$ cat src/rtl/core/fpfa_pkg.sv
// ----------------------------------------------------------------------------
// Fixed-partition fit allocator package
// Shared sizes, codes and types of the allocator core.
// ----------------------------------------------------------------------------
`default_nettype none

package fpfa_pkg;

   localparam int NUM_BLOCKS = 16;
   localparam int SIZE_BITS  = 16;

   localparam int INDEX_BITS = (NUM_BLOCKS > 1) ? $clog2(NUM_BLOCKS) : 1;
   localparam int COUNT_BITS = $clog2(NUM_BLOCKS + 1);
   localparam int REQ_BITS   = 16;
   localparam int CMP_BITS   = (SIZE_BITS > REQ_BITS) ? SIZE_BITS : REQ_BITS;

   localparam logic [1:0] KIND_LOAD    = 2'd0;
   localparam logic [1:0] KIND_REQUEST = 2'd1;
   localparam logic [1:0] KIND_ROUND   = 2'd2;

   localparam logic [1:0] POLICY_FIRST = 2'd0;
   localparam logic [1:0] POLICY_BEST  = 2'd1;
   localparam logic [1:0] POLICY_WORST = 2'd2;

   typedef logic [SIZE_BITS-1:0]  size_type;
   typedef logic [INDEX_BITS-1:0] index_type;

   // One entry under examination by the fit unit.
   typedef struct packed {
      logic     valid;
      logic     free;
      size_type size;
   } cand_type;

   // Running choice of the scan.
   typedef struct packed {
      logic      have;
      size_type  size;
      index_type index;
   } best_type;

endpackage

`default_nettype wire

$ cat src/rtl/core/fpfa_req_if.sv
// ----------------------------------------------------------------------------
// Allocator request channel
// Valid/ready channel that carries load, request and new-round items.
// ----------------------------------------------------------------------------
`default_nettype none

interface fpfa_req_if;
   logic        valid;
   logic        ready;
   logic [1:0]  kind;
   logic [3:0]  block_index;
   logic [15:0] size_value;

   modport source (output valid, kind, block_index, size_value, input ready);
   modport sink   (input valid, kind, block_index, size_value, output ready);
endinterface

`default_nettype wire

$ cat src/rtl/core/fpfa_rsp_if.sv
// ----------------------------------------------------------------------------
// Allocator response channel
// Valid/ready channel that carries the outcome of one allocation request.
// ----------------------------------------------------------------------------
`default_nettype none

interface fpfa_rsp_if;
   logic       valid;
   logic       ready;
   logic       granted;
   logic [3:0] granted_block;

   modport source (output valid, granted, granted_block, input ready);
   modport sink   (input valid, granted, granted_block, output ready);
endinterface

`default_nettype wire

$ cat src/rtl/core/fpfa_ram.sv
// ----------------------------------------------------------------------------
// Generic simple dual-port RAM
// One write port and one read port with registered read data.
// ----------------------------------------------------------------------------
`default_nettype none

module fpfa_ram #(
   parameter int WIDTH = 16,
   parameter int DEPTH = 16
) (
   input  wire logic                                     clock,
   input  wire logic                                     wr_en,
   input  wire logic [((DEPTH > 1) ? $clog2(DEPTH) : 1)-1:0] wr_addr,
   input  wire logic [WIDTH-1:0]                         wr_data,
   input  wire logic                                     rd_en,
   input  wire logic [((DEPTH > 1) ? $clog2(DEPTH) : 1)-1:0] rd_addr,
   output      logic [WIDTH-1:0]                         rd_data
);

   logic [WIDTH-1:0] mem_ff [DEPTH];
   logic [WIDTH-1:0] rd_data_ff;

   always_ff @(posedge clock) begin
      if (wr_en) begin
         mem_ff[wr_addr] <= wr_data;
      end
      if (rd_en) begin
         rd_data_ff <= mem_ff[rd_addr];
      end
   end

   assign rd_data = rd_data_ff;

endmodule

`default_nettype wire

$ cat src/rtl/core/fpfa_fit_unit.sv
// ----------------------------------------------------------------------------
// Allocator fit unit
// Shared compare unit that decides whether one entry replaces the current choice.
// ----------------------------------------------------------------------------
`default_nettype none

module fpfa_fit_unit (
   input  wire fpfa_pkg::cand_type         cand,
   input  wire fpfa_pkg::best_type         best,
   input  wire logic [1:0]                 policy,
   input  wire logic [fpfa_pkg::REQ_BITS-1:0] want,
   output      logic                       take
);
   import fpfa_pkg::*;

   logic fits;
   logic smaller;
   logic larger;

   always_comb begin
      fits    = cand.valid && cand.free && (CMP_BITS'(cand.size) >= CMP_BITS'(want));
      smaller = cand.size < best.size;
      larger  = cand.size > best.size;
      take    = 1'b0;
      if (fits) begin
         if (!best.have) begin
            take = 1'b1;
         end else begin
            // Strict compares keep ties on the lower index.
            case (policy)
               POLICY_BEST:  take = smaller;
               POLICY_WORST: take = larger;
               default:      take = 1'b0;
            endcase
         end
      end
   end

endmodule

`default_nettype wire

$ cat src/rtl/core/fixed_partition_fit_allocator_core.sv
// ----------------------------------------------------------------------------
// Fixed-partition fit allocator core
// Grants blocks from a table of fixed partitions by first, best or worst fit.
// ----------------------------------------------------------------------------
// A load or new-round transfer updates the table and gives no response.
// A request walks the size table one entry per cycle through a single RAM read
// port and one shared compare unit, and the core is not ready for another item
// until the scan ends and its response is registered; the response is held in an
// output register until it is taken.
// The fit policy register may be written at any cycle while the core is idle.
// ----------------------------------------------------------------------------
`default_nettype none

module fixed_partition_fit_allocator_core (
   input  wire logic       clock,
   input  wire logic       reset,
   fpfa_req_if.sink        req_if,
   fpfa_rsp_if.source      rsp_if,
   input  wire logic       csr_wr_en,
   input  wire logic [1:0] csr_wr_data
);
   import fpfa_pkg::*;

   typedef enum logic [2:0] {
      ST_IDLE   = 3'b001,
      ST_SCAN   = 3'b010,
      ST_OUTPUT = 3'b100
   } state_type;

   state_type               state_ff, state_in;
   logic [1:0]              policy_ff;
   logic [NUM_BLOCKS-1:0]   loaded_ff, loaded_in;
   logic [NUM_BLOCKS-1:0]   free_ff, free_in;
   logic [COUNT_BITS-1:0]   count_ff, count_in;
   logic                    eval_valid_ff, eval_valid_in;
   index_type               eval_index_ff, eval_index_in;
   logic [REQ_BITS-1:0]     want_ff, want_in;
   best_type                best_ff, best_in;
   logic                    rsp_valid_ff, rsp_valid_in;
   logic                    rsp_granted_ff, rsp_granted_in;
   logic [3:0]              rsp_block_ff, rsp_block_in;

   logic       req_xfer;
   logic       rsp_xfer;
   logic       load_hit;
   logic       ram_wr_en;
   logic       issue;
   size_type   rd_size;
   cand_type   cand;
   logic       take;
   index_type  load_index;

   assign req_if.ready = (state_ff == ST_IDLE);
   assign req_xfer     = req_if.valid && req_if.ready;
   assign rsp_xfer     = rsp_if.valid && rsp_if.ready;
   assign load_hit     = 32'(req_if.block_index) < NUM_BLOCKS;
   assign load_index   = INDEX_BITS'(req_if.block_index);
   assign ram_wr_en    = req_xfer && (req_if.kind == KIND_LOAD) && load_hit;
   assign issue        = (state_ff == ST_SCAN) && (32'(count_ff) < NUM_BLOCKS);

   fpfa_ram #(
      .WIDTH(SIZE_BITS),
      .DEPTH(NUM_BLOCKS)
   ) u_size_ram (
      .clock  (clock),
      .wr_en  (ram_wr_en),
      .wr_addr(load_index),
      .wr_data(SIZE_BITS'(req_if.size_value)),
      .rd_en  (issue),
      .rd_addr(count_ff[INDEX_BITS-1:0]),
      .rd_data(rd_size)
   );

   always_comb begin
      cand.valid = eval_valid_ff;
      cand.free  = free_ff[eval_index_ff];
      cand.size  = rd_size;
   end

   fpfa_fit_unit u_fit (
      .cand  (cand),
      .best  (best_ff),
      .policy(policy_ff),
      .want  (want_ff),
      .take  (take)
   );

   always_comb begin
      state_in       = state_ff;
      loaded_in      = loaded_ff;
      free_in        = free_ff;
      count_in       = count_ff;
      eval_valid_in  = 1'b0;
      eval_index_in  = eval_index_ff;
      want_in        = want_ff;
      best_in        = best_ff;
      rsp_valid_in   = rsp_valid_ff && !rsp_xfer;
      rsp_granted_in = rsp_granted_ff;
      rsp_block_in   = rsp_block_ff;

      unique case (state_ff)
         ST_IDLE: begin
            if (req_xfer) begin
               case (req_if.kind)
                  KIND_LOAD: begin
                     if (load_hit) begin
                        loaded_in[load_index] = 1'b1;
                        free_in[load_index]   = 1'b1;
                     end
                  end
                  KIND_ROUND: begin
                     free_in = loaded_ff;
                  end
                  KIND_REQUEST: begin
                     count_in     = '0;
                     want_in      = req_if.size_value;
                     best_in.have = 1'b0;
                     state_in     = ST_SCAN;
                  end
                  default: begin
                  end
               endcase
            end
         end
         ST_SCAN: begin
            // Read of entry k is issued in the cycle before its compare.
            if (issue) begin
               count_in      = count_ff + COUNT_BITS'(1);
               eval_valid_in = 1'b1;
               eval_index_in = count_ff[INDEX_BITS-1:0];
            end
            if (take) begin
               best_in.have  = 1'b1;
               best_in.size  = rd_size;
               best_in.index = eval_index_ff;
            end
            if (!issue && eval_valid_ff) begin
               state_in = ST_OUTPUT;
            end
         end
         ST_OUTPUT: begin
            if (!rsp_valid_ff || rsp_xfer) begin
               rsp_valid_in   = 1'b1;
               rsp_granted_in = best_ff.have;
               rsp_block_in   = best_ff.have ? 4'(best_ff.index) : 4'd0;
               if (best_ff.have) begin
                  free_in[best_ff.index] = 1'b0;
               end
               state_in = ST_IDLE;
            end
         end
         default: begin
            state_in = ST_IDLE;
         end
      endcase
   end

   always_ff @(posedge clock) begin
      if (reset) begin
         state_ff      <= ST_IDLE;
         policy_ff     <= POLICY_BEST;
         loaded_ff     <= '0;
         free_ff       <= '0;
         eval_valid_ff <= 1'b0;
         rsp_valid_ff  <= 1'b0;
      end else begin
         state_ff      <= state_in;
         loaded_ff     <= loaded_in;
         free_ff       <= free_in;
         eval_valid_ff <= eval_valid_in;
         rsp_valid_ff  <= rsp_valid_in;
         if (csr_wr_en) begin
            policy_ff <= csr_wr_data;
         end
      end
   end

   always_ff @(posedge clock) begin
      count_ff       <= count_in;
      eval_index_ff  <= eval_index_in;
      want_ff        <= want_in;
      best_ff        <= best_in;
      rsp_granted_ff <= rsp_granted_in;
      rsp_block_ff   <= rsp_block_in;
   end

   assign rsp_if.valid         = rsp_valid_ff;
   assign rsp_if.granted       = rsp_granted_ff;
   assign rsp_if.granted_block = rsp_block_ff;

endmodule

`default_nettype wire

$ cat src/flat_wrapper.sv
// flat-port wrapper written by rule: the top's interface ports become plain ports
module fixed_partition_fit_allocator_core_flat import fpfa_pkg::*;
  (clock, reset, csr_wr_en, csr_wr_data, req_if_valid, req_if_kind, req_if_block_index, req_if_size_value, req_if_ready, rsp_if_valid, rsp_if_granted, rsp_if_granted_block, rsp_if_ready);
  fpfa_req_if req_if_i ();
  fpfa_rsp_if rsp_if_i ();
  input  wire logic clock;
  input  wire logic reset;
  input  wire logic csr_wr_en;
  input  wire logic [1:0] csr_wr_data;
  input wire logic [$bits(req_if_i.valid)-1:0] req_if_valid;
  input wire logic [$bits(req_if_i.kind)-1:0] req_if_kind;
  input wire logic [$bits(req_if_i.block_index)-1:0] req_if_block_index;
  input wire logic [$bits(req_if_i.size_value)-1:0] req_if_size_value;
  output wire logic [$bits(req_if_i.ready)-1:0] req_if_ready;
  output wire logic [$bits(rsp_if_i.valid)-1:0] rsp_if_valid;
  output wire logic [$bits(rsp_if_i.granted)-1:0] rsp_if_granted;
  output wire logic [$bits(rsp_if_i.granted_block)-1:0] rsp_if_granted_block;
  input wire logic [$bits(rsp_if_i.ready)-1:0] rsp_if_ready;
  assign req_if_i.valid = req_if_valid;
  assign req_if_i.kind = req_if_kind;
  assign req_if_i.block_index = req_if_block_index;
  assign req_if_i.size_value = req_if_size_value;
  assign req_if_ready = req_if_i.ready;
  assign rsp_if_valid = rsp_if_i.valid;
  assign rsp_if_granted = rsp_if_i.granted;
  assign rsp_if_granted_block = rsp_if_i.granted_block;
  assign rsp_if_i.ready = rsp_if_ready;
  fixed_partition_fit_allocator_core u_core (.clock(clock), .reset(reset), .req_if(req_if_i), .rsp_if(rsp_if_i), .csr_wr_en(csr_wr_en), .csr_wr_data(csr_wr_data));
endmodule
$ cat config.mk
export PLATFORM = sky130hd
export DESIGN_NAME = fixed_partition_fit_allocator_core_flat
export DESIGN_NICKNAME = d
export VERILOG_FILES = /design/src/rtl/core/fpfa_pkg.sv /design/src/rtl/core/fpfa_req_if.sv /design/src/rtl/core/fpfa_rsp_if.sv /design/src/rtl/core/fpfa_ram.sv /design/src/rtl/core/fpfa_fit_unit.sv /design/src/rtl/core/fixed_partition_fit_allocator_core.sv /design/src/flat_wrapper.sv
export SDC_FILE = /design/constraint.sdc
export NUM_CORES = 1
export LEC_CHECK = 0
export ABC_AREA = 1
export BUFFER_PORTS_ARGS = -buffer_cell sky130_fd_sc_hd__buf_2
export CAP_MARGIN = 15
export CORE_UTILIZATION = 45
export DETAILED_ROUTE_END_ITERATION = 10
export PLACE_DENSITY = 0.65
export SYNTH_ARGS = -nofsm -noshare
export SYNTH_HDL_FRONTEND = slang
export SYNTH_SLANG_ARGS = --single-unit
$ cat constraint.sdc
create_clock -name clock -period 3.1 [get_ports clock]
set_clock_uncertainty 0.15 [all_clocks]
set_input_delay 0.62 -clock clock [delete_from_list [all_inputs] [get_ports clock]]
set_output_delay 0.62 -clock clock [all_outputs]
set_load 0.01 [all_outputs]
==> key figures <==
Outcome
  – Status: completed

Clock network
  – Clock sink count: between 300 and 400
  – H-tree levels: 2
  – CTS resizes: 0
  – Total CTS buffers: 39
  – Hold_buf cts: 0
  – Clock insertion delay at the later pin of the skew report: between 0.5 and 0.6 ns
  – Setup bufs post-CTS: 0
  – Clock buffer depth: 3
  – Clock transition at path regs: approximately 0.06 ns
  – CTS tree: built
  – CTS root buf: clkbuf_16

Critical path
  – CP Class: register to register
  – Critical path's most frequent cell: nand2_1
  – Crit path max-delay family: simple AND/OR/NAND/NOR gates
  – WP data arrival: roughly 2.7 ns
  – Crit path max-delay cell type: edfxtp_1
  – CP max stage delay: 0.42 ns
  – Worst setup SP type: register
  – Required time of the critical path: around 3.2 ns
  – CP max FO: 16
  – CP bufs+invs: 1
  – Cell chain of the critical path: ha_1 -> a21oi_1 -> nor2_1 -> nor2_1 -> nand2_1 -> nand2_1 -> nand2_1 -> nand2_1 -> nand3_1 -> nand2_1 -> nand2_1 -> nor2_2 -> buf_4
  – Worst reg-to-reg setup slack: 0.51 ns
  – CP Capture Type: register

Finish
  – Share of layout cells above drive strength 1: 0.102
  – Post-route cell area: 17000 um^2
  – Antenna cells: 0
  – Nets@finish: roughly 1400
  – Layout area overhead: 13.6%
  – Layout Cells excl Fill: 1761

Detailed routing
  – WL/cell: 19.1 um
  – Routed met1 length: around 15000 um
  – DRT iter0 DRCs: 943
  – Routed Wire Length: between 30000 and 40000 um
  – WL met3: ~2200 um
  – Drt via density: ~5.3
  – Post-route ant nets: 0
  – WL met2: approximately 16000 um
  – Max Used Layer: met4
  – Initial DRT Pass Iterations: 5
  – DR vias: between 9000 and 10000
  – Remaining DRCs: 0

Synth
  – Unique cell type count in the Yosys netlist: 39
  – FF+latch count, synth: about 360
  – Area share of the largest cell type after synthesis: 0.648
  – Register area share after synthesis: 0.700
  – Main flop type after synthesis: edfxtp_1
  – Mapped Area: around 15000 um^2
  – Post-synth EDFFs: between 300 and 400
  – Commonest cells in the synthesized netlist: edfxtp_1 (323), nor2_1 (237), nand2_1 (114)
  – Leading area contributor after synthesis: edfxtp_1
  – Syn_nets: ~1300
  – Cells taking the most area after synthesis: edfxtp_1 (65%), nor2_1 (5.9%), dfxtp_1 (5.2%), ha_1 (2.9%), nand2_1 (2.9%)
  – Post-Syn Area per Cell: around 12 um^2
  – Post-Syn Instances: between 1000 and 1500
  – Yosys warnings: 0
  – Most frequent cell after synthesis: edfxtp_1
  – Post-synth ARST share: 0

STA
  – Final Critical Period: 2.59 ns
  – Worst Tran Pin Value: about 0.8 ns
  – Crit share post-route: 0.837
  – Highest clock rate: 386 MHz
  – Setup TNS: 0 ns
  – Final hold vios: 0
  – Final setup viols: 0
  – Slew Viols, Final: 0
  – RSZ-0062 raised after global routing: false
  – Rel. slew slack: 0.466

Power and ir drop
  – Internal power: ~8 mW
  – Clock Power Share: 0.430
  – Leakage: around 6.2 nW
  – Comb pwr share: 0.036
  – Pwr/cell area: just under 600 nW/um^2
  – Fraction of power consumed by sequential logic: 0.534
  – P_sw: 2.08 mW
  – VDD IR max: approximately 0.45 mV
  – Sw Ratio: 0.208

Global route
  – Grt total ovfl: 0
  – First-pass GRT wire length: between 50000 and 60000 um
  – Antenna violations before repair: 0
  – Largest net degree at the start of global routing: between 100 and 150
  – Vias in the first global route: approximately 9000
  – GRT Util Overall: 0.205

Floorplan
  – Initial Util: 0.459
  – I/O Pins: 36
  – Std-Cell Rows: 66
  – Die height: 184 um
  – Die Wd: roughly 180 um
  – Core area: 32600 um^2
  – DIE AREA: 34000 um^2

Place
  – Placed insts: 1690
  – Routability cong.: 0.934
  – Port Buf Inserts: 35
  – Detailed Place HPWL: between 15000 and 20000 um
  – Placed Area: 15800 um^2

Run
  – Max-cap violations: 0

Hold path
  – Hold Path Class: input pin to register
-- worst min-delay path, delay by kind of cell --
family	cells	cell delay, ns
AOI/OAI and AO/OA	2	0.10
buffers and inverters	1	0.08
-- logic make-up (layout without fill, tap and decap cells) --
kind of cell / after synthesis / in the layout / share of synthesized area
adder cells (fa/ha/maj): 35 / 35 / 0.0293
AO/OA/AOI/OAI: 233 / 233 / 0.0996
buffers and inverters: 171 / 256 / 0.0441
AND/OR/NAND/NOR: 408 / 408 / 0.110
multiplexers: 25 / 25 / 0.0167
flip-flops: 362 / 362 / 0.700
-- layer usage --
metal  global-route usage  up-vias
met2                0.327      327
li1                     -     4532
met4               0.0847        0
met5                    0        -
met1                0.284     4484
met3               0.0281       75
-- power by group through the flow --
| stage | Sequential, mW | Combinational (mW) | Clock (mW) |
|---|---|---|---|
| floorplan | 5.46 | 0.210 | 0 |
| global placement | 5.46 | 0.357 | 0 |
| detailed placement | 5.46 | 0.362 | 0 |
| CTS | 5.36 | 0.364 | 4.40 |
| global route | 5.36 | 0.406 | 4.57 |
| finish | 5.36 | 0.360 | 4.32 |
-- worst paths after layout --
check,end,from,cells past startpoint
worst max register to register,u_core.best_ff[7]$_DFFE_PP_,u_core.u_size_ram.rd_data[5]$_DFFE_PP_,13
worst max-delay path,u_core.best_ff[7]$_DFFE_PP_,u_core.u_size_ram.rd_data[5]$_DFFE_PP_,13
worst min register to register,u_core.loaded_ff[15]$_SDFFE_PP0P_,u_core.loaded_ff[15]$_SDFFE_PP0P_,2
worst min-delay path,u_core.policy_ff[0]$_SDFFE_PP1P_,csr_wr_data[0],3
-- area by class of cell --
type | instances | area [um^2]
clock buffers | 51 | 1020
clock inverters | 20 | 169
fillers | 2732 | 15600
inverters | 117 | 444
multi-input cells | 701 | 3830
flip-flops and latches | 362 | 10500
well taps | 442 | 553
repair buffers | 68 | 498
-- cell usage in the layout, fill, tap and decap left out, drive strengths merged, types with 35 or more instances in the layout --
cell type	count
edfxtp	323
nor2	238
nand2	116
inv	115
o21ai	93
buf	68
clkbuf	51
a21oi	46
nand3	40
o32ai	39
dfxtp	39
ha	35
-- stage by stage --
step / power, mW / setup WS (ns) / hold slack [ns] / utilization
after floorplan: 5.67 / 0.312 / 0.274 / -
after global placement: 5.82 / 0.583 / 0.287 / 0.485
after detailed placement: 5.82 / 0.541 / 0.296 / 0.485
after CTS: 10.1 / 0.513 / 0.159 / 0.521
after global routing: 10.3 / 0.277 / 0.183 / 0.521
final: 10.0 / 0.506 / 0.175 / 0.521
-- flip-flops by register name (all words and copies together), names as in the netlist --
| signal | count |
|---|---|
| u_core.free_ff | 16 |
| u_core.u_size_ram.mem_ff | 256 |
| u_core.policy_ff | 2 |
| u_core.rsp_if.granted | 1 |
| u_core.want_ff | 16 |
| u_core.eval_valid_ff | 1 |
| u_core.eval_index_ff | 4 |
| u_core.best_ff | 21 |
| u_core.u_size_ram.rd_data | 16 |
| u_core.rsp_if.valid | 1 |
| u_core.state_ff | 3 |
| u_core.rsp_if.granted_block | 4 |
| u_core.loaded_ff | 16 |
| u_core.count_ff | 5 |
No activity file was read; power rests on OpenSTA's default activity.
